**src/hdl/rbst_pkg.sv**
```systemverilog
package rbst_pkg;

    // Coordinate and time width, Q16.16
    localparam int T_W    = 32;
    localparam int FRAC_W = 16;
    localparam int EPS_W  = 16;
    // Exact difference of two coordinates
    localparam int DIFF_W = T_W + 1;
    localparam int ENTRY_W = T_W - 1;
    localparam int AXES   = 3;

    localparam logic signed [T_W-1:0] T_MAX = {1'b0, {(T_W-1){1'b1}}};
    localparam logic signed [T_W-1:0] T_MIN = {1'b1, {(T_W-1){1'b0}}};

    // Per-item control that travels beside the dividers
    typedef struct packed {
        logic             valid;
        logic [AXES-1:0]  active;
        logic [AXES-1:0]  inslab;
    } side_t;

endpackage

```
**src/hdl/rbst_div.sv**
```systemverilog
module rbst_div (
    input  logic                        clk,
    input  logic [rbst_pkg::DIFF_W-1:0] num_mag,
    input  logic [rbst_pkg::T_W-1:0]    den,
    input  logic                        neg,
    output logic [rbst_pkg::T_W-1:0]    quo
);
    import rbst_pkg::*;

    // One quotient bit per stage, quotient bits DIFF_W-1 down to 0
    localparam int QB = DIFF_W;
    localparam int HI_W = T_W - FRAC_W;

    logic [T_W-1:0] rem_reg [0:QB-1];
    logic [QB-1:0]  nlo_reg [0:QB-1];
    logic [QB-1:0]  quo_reg [0:QB];
    logic [T_W-1:0] den_reg [0:QB-1];
    logic           neg_reg [0:QB];
    logic           ovf_reg [0:QB];
    logic [T_W-1:0] quo_reg_out;
    logic [T_W-1:0] quo_next;

    // Load the high numerator bits and flag quotients of 2^33 or more
    always_ff @(posedge clk)
    begin
        rem_reg[0] <= {{(T_W-HI_W){1'b0}}, num_mag[DIFF_W-1 -: HI_W]};
        nlo_reg[0] <= {num_mag[DIFF_W-HI_W-1:0], {FRAC_W{1'b0}}};
        quo_reg[0] <= '0;
        den_reg[0] <= den;
        neg_reg[0] <= neg;
        ovf_reg[0] <= ({{(T_W-HI_W){1'b0}}, num_mag[DIFF_W-1 -: HI_W]} >= den);
    end

    // Restoring division, one compare and subtract per stage
    for (genvar i = 1; i <= QB; i++)
    begin : g_step
        logic [T_W:0] trial;
        logic [T_W:0] sub;
        logic         ge;

        always_comb
        begin
            trial = {rem_reg[i-1], nlo_reg[i-1][QB-1]};
            sub   = trial - {1'b0, den_reg[i-1]};
            ge    = (trial >= {1'b0, den_reg[i-1]});
        end

        always_ff @(posedge clk)
        begin
            quo_reg[i] <= {quo_reg[i-1][QB-2:0], ge};
            neg_reg[i] <= neg_reg[i-1];
            ovf_reg[i] <= ovf_reg[i-1];
        end

        if (i < QB)
        begin : g_carry
            always_ff @(posedge clk)
            begin
                nlo_reg[i] <= {nlo_reg[i-1][QB-2:0], 1'b0};
                rem_reg[i] <= ge ? sub[T_W-1:0] : trial[T_W-1:0];
                den_reg[i] <= den_reg[i-1];
            end
        end
    end

    // Saturate to the signed range and apply the sign
    always_comb
    begin
        if (ovf_reg[QB] || (quo_reg[QB][QB-1:T_W-1] != '0))
            quo_next = neg_reg[QB] ? T_MIN : T_MAX;
        else if (neg_reg[QB])
            quo_next = T_W'(-quo_reg[QB][T_W-1:0]);
        else
            quo_next = quo_reg[QB][T_W-1:0];
    end

    always_ff @(posedge clk)
    begin
        quo_reg_out <= quo_next;
    end

    assign quo = quo_reg_out;

endmodule

```
**config.mk**
```make
export PLATFORM = sky130hd
export DESIGN_NAME = rbst_div
export DESIGN_NICKNAME = d
export VERILOG_FILES = /design/src/hdl/rbst_pkg.sv /design/src/hdl/rbst_div.sv
export SDC_FILE = /design/constraint.sdc
export NUM_CORES = 2
export LEC_CHECK = 0
export ABC_CLOCK_PERIOD_IN_PS = 4300
export BUFFER_PORTS_ARGS = -buffer_cell sky130_fd_sc_hd__clkbuf_2
export CAP_MARGIN = 5
export CORE_MARGIN = 2
export CORE_UTILIZATION = 45
export DETAILED_ROUTE_END_ITERATION = 7
export HOLD_SLACK_MARGIN = 0.03
export PLACE_DENSITY_LB_ADDON = 0.25
export SETUP_SLACK_MARGIN = 0.05
export SYNTH_ARGS = -nofsm -noshare
export SYNTH_HDL_FRONTEND = slang
export SYNTH_MEMORY_MAX_BITS = 65536
export SYNTH_SLANG_ARGS = --single-unit
```
**constraint.sdc**
```tcl
create_clock -name clk -period 4.3 [get_ports clk]
set_clock_uncertainty 0.15 [all_clocks]
set_input_delay 1.29 -clock clk [delete_from_list [all_inputs] [get_ports clk]]
set_output_delay 1.29 -clock clk [all_outputs]
set_load 0.01 [all_outputs]
```
==> flow_summary.ini <==
[run_status]
outcome = complete, no violations

[global_route]
antenna_found_initial = 11
gr-total-overflow = 0
grt_util_all_layers_pct = 19.5
grt_pass1_wl_um = 444000
grt_max_degree = 58
first_global_vias = 84100

[placed_design]
preCtsSetupSlack_ns = 0.121
placed_cells_incl_taps = 16700
detailed_place.area_mm2 = 0.130
port_buffers = 98
detailed_place_hpwl_um = 218000
gp_congestion = 0.912

[floorplan]
core_area_mm2 = 0.276
start_util_pct = 45.1
num_rows = 193
die_height_um = 530
ios = 99
fp.dieArea_mm2 = 0.281
die_x_um = 530

[cts]
path_clk_slew_ns = 0.06
cts_tree = built
clk_latency_ns = 0.94
clock_tree.buffer_depth = 4
root_buffer = sky130_fd_sc_hd__clkbuf_16
tritoncts_num_sinks = 2910
cts_inserted_buffers = 302
htreeDepth = 5
post_cts_hold_buffer_count = 0

[synthesis]
synth.yosys.warnings = 0
synthMuxAreaShare_pct = 3.61
unique_cell_type_count_in_the_yosys_netlist = 103
mappedNetlistNets = 14100
synth-compound-area-share_pct = 16.8
synth_top_cell_area_share_pct = 46.8
synthTopCellsByArea = sky130_fd_sc_hd__dfxtp_1, sky130_fd_sc_hd__ha_1, sky130_fd_sc_hd__a21oi_1, sky130_fd_sc_hd__inv_1, sky130_fd_sc_hd__xnor2_1
synth_area_leader_cell = sky130_fd_sc_hd__dfxtp_1
synth_fa_ha_area_share_pct = 11.1
ys_seq_area_share_pct = 46.8
synthArstFlopShare_pct = 0
yosys.area_share.simple_pct = 10.7
post-synth-top-count-cell = sky130_fd_sc_hd__dfxtp_1
syn_inst = 13000
synth_edf_count = 0
synth-xor-area-share_pct = 6.04
synth_top_cells_by_count = sky130_fd_sc_hd__dfxtp_1, sky130_fd_sc_hd__inv_1, sky130_fd_sc_hd__ha_1, sky130_fd_sc_hd__a21oi_1, sky130_fd_sc_hd__nand2_1
combinational_family_with_the_most_area_after_synthesis = compound AO/OA/AOI/OAI gates
mappedNetlistArea_mm2 = 0.124
ys.flop_type = sky130_fd_sc_hd__dfxtp_1
synth-seq-cells = 2910
postSynthAreaPerCell_um2 = 9.58

[worst_setup_path]
worst_ep_required_time_ns = 4.89
critPathBufInv = 2
cp_cell_sequence = inv_1 > ha_1 > nor2b_1 > o31ai_1 > a2bb2oi_1 > a41oi_1 > o311ai_1 > o211ai_2 > o221ai_2 > a21oi_2 > a21oi_1 > a2111oi_4 > buf_12 > mux2_2
r2r_setup_slack_ns = 0.21
critical_path.endpoint_type = register
timing.critical_path.slowest_stage_cell = sky130_fd_sc_hd__dfxtp_1
worst-path-max-fanout = 33
critical_path.top_delay_family = compound AO/OA/AOI/OAI gates
crit_type = register to register
critPathLaunchType = register
slowest_delay_ns = 0.40
worst-endpoint-arrival_ns = 4.68

[timing]
min_period_over_period_pct = 95.1
timing.final.max_slew_violations = 0
setup-violations-final = 0
finalCriticalPeriod_ns = 4.09
worstMarginPinSlew_ns = 1.06
timing.hold.ws_ns = 0.115
totalNegativeSetupSlack_ns = 0
rsz0062_at_grt = false
timing.final.hold_violations = 0
post-route-worst-setup-slack_ns = 0.209
clock.fmax_ghz = 0.244
max_slew_margin_pct = 29.1

[route]
avgRoutedWirePerCell_um = 16.3
routed_wl_um = 281000
vias = 88000
avgViaCountPerCell = 5.11
firstDrtPassIters = 6
initialDrtViolationCount = 5527
ant_nets = 0
number_of_design_rule_violations_left_after_detail_routing = 0

[finish]
postLayoutCoreUtil_pct = 51.0
finished_layout_cells = 17200
drive_above_1_share_pct = 9.14
num-nets-final = 14400
area_growth_pct = 12.9
layout.cell_area.non_filler_mm2 = 0.141
flip_flop_count_of_the_largest_register_after_layout = 1056

[power_and_ir_drop]
power-per-cell-area_mw_per_mm2 = 754
ir_worst_vdd_v = 0.000368
leakagePower_nw = 64.9
power_mw = 106

[worst_hold_path]
worst_hold_path_type = register to register

[flow_run]
cap_violations = 0
## worst reg2reg max path, cell delays in order, from the launching register on
cell and delay [ns]:
sky130_fd_sc_hd__dfxtp_1 0.40, sky130_fd_sc_hd__inv_1 0.06, sky130_fd_sc_hd__ha_1 0.28, sky130_fd_sc_hd__nor2b_1 0.15, sky130_fd_sc_hd__o31ai_1 0.26, sky130_fd_sc_hd__a2bb2oi_1 0.16
sky130_fd_sc_hd__a41oi_1 0.40, sky130_fd_sc_hd__o311ai_1 0.25, sky130_fd_sc_hd__o211ai_2 0.30, sky130_fd_sc_hd__o221ai_2 0.19, sky130_fd_sc_hd__a21oi_2 0.20, sky130_fd_sc_hd__a21oi_1 0.12
sky130_fd_sc_hd__a2111oi_4 0.39, sky130_fd_sc_hd__buf_12 0.25, sky130_fd_sc_hd__mux2_2 0.38
## placed cells by master, fill, tap and decap left out, types with 44 or more instances in the layout
cell and n:
sky130_fd_sc_hd__a211oi_1 86, sky130_fd_sc_hd__a21o_1 505, sky130_fd_sc_hd__a21oi_1 1010, sky130_fd_sc_hd__a31oi_1 106, sky130_fd_sc_hd__and2_1 52, sky130_fd_sc_hd__and3_1 79, sky130_fd_sc_hd__buf_4 117, sky130_fd_sc_hd__clkbuf_1 57
sky130_fd_sc_hd__clkbuf_16 306, sky130_fd_sc_hd__clkbuf_2 98, sky130_fd_sc_hd__clkbuf_8 60, sky130_fd_sc_hd__dfxtp_1 2910, sky130_fd_sc_hd__ha_1 1057, sky130_fd_sc_hd__inv_1 1309, sky130_fd_sc_hd__mux2_2 369, sky130_fd_sc_hd__nand2_1 855
sky130_fd_sc_hd__nand2b_1 163, sky130_fd_sc_hd__nand3_1 203, sky130_fd_sc_hd__nand4_1 144, sky130_fd_sc_hd__nor2_1 730, sky130_fd_sc_hd__nor2b_1 164, sky130_fd_sc_hd__nor3_1 147, sky130_fd_sc_hd__nor4_1 44, sky130_fd_sc_hd__o211ai_1 45
sky130_fd_sc_hd__o21a_1 149, sky130_fd_sc_hd__o21ai_0 846, sky130_fd_sc_hd__o21bai_1 98, sky130_fd_sc_hd__o31ai_1 80, sky130_fd_sc_hd__or3_1 55, sky130_fd_sc_hd__xnor2_1 495, sky130_fd_sc_hd__xor2_1 363
## report_power, final
part	internal, mW	switching [mW]
sequential	33.2	3.84
combinational	18.9	23.0
clock	16.1	11.0
total	68.2	37.8
## per-layer routing
metal  GRT usage, %  wire length (um)  vias up
li1               -                 -    45400
met1           24.9            127000    40400
met2           33.4            132000     1790
met3           2.59             12400      492
met4           6.82              9860        2
met5              0                15        -
## timing repair
item / 4_1_cts / 5_1_grt
resized for setup: 0 / 7
setup endpoints to repair: 0 / 76
setup buffers: 0 / 0
## cell type report
type	instances	area (um2)
inverters	1311	4920
clock buffers	423	8700
diodes	15	37.5
clock inverters	125	1820
flip-flops and latches	2910	58300
multi-input cells	8488	60300
fillers	25300	135000
well taps	3705	4640
repair buffers	240	1870
## path summary, 6_finish.rpt
kind	to	start	depth (start not counted)
min	nlo_reg[2][28]$_DFF_P_	nlo_reg[1][27]$_DFF_P_	0
max reg2reg	rem_reg[7][6]$_DFF_P_	den_reg[6][1]$_DFF_P_	14
max	rem_reg[7][6]$_DFF_P_	den_reg[6][1]$_DFF_P_	14
min reg2reg	nlo_reg[2][28]$_DFF_P_	nlo_reg[1][27]$_DFF_P_	0
## cell families (layout without fill, tap and decap cells)
kind of cell	Yosys count	count (layout)
compound gates	3346	3347
xor+xnor	858	858
fa+ha+maj	1089	1089
buf+inv	1596	2099
flops	2910	2910
mux	402	402
other cells	0	15
simple gates	2792	2792
No activity file was read; power rests on OpenSTA's default activity.
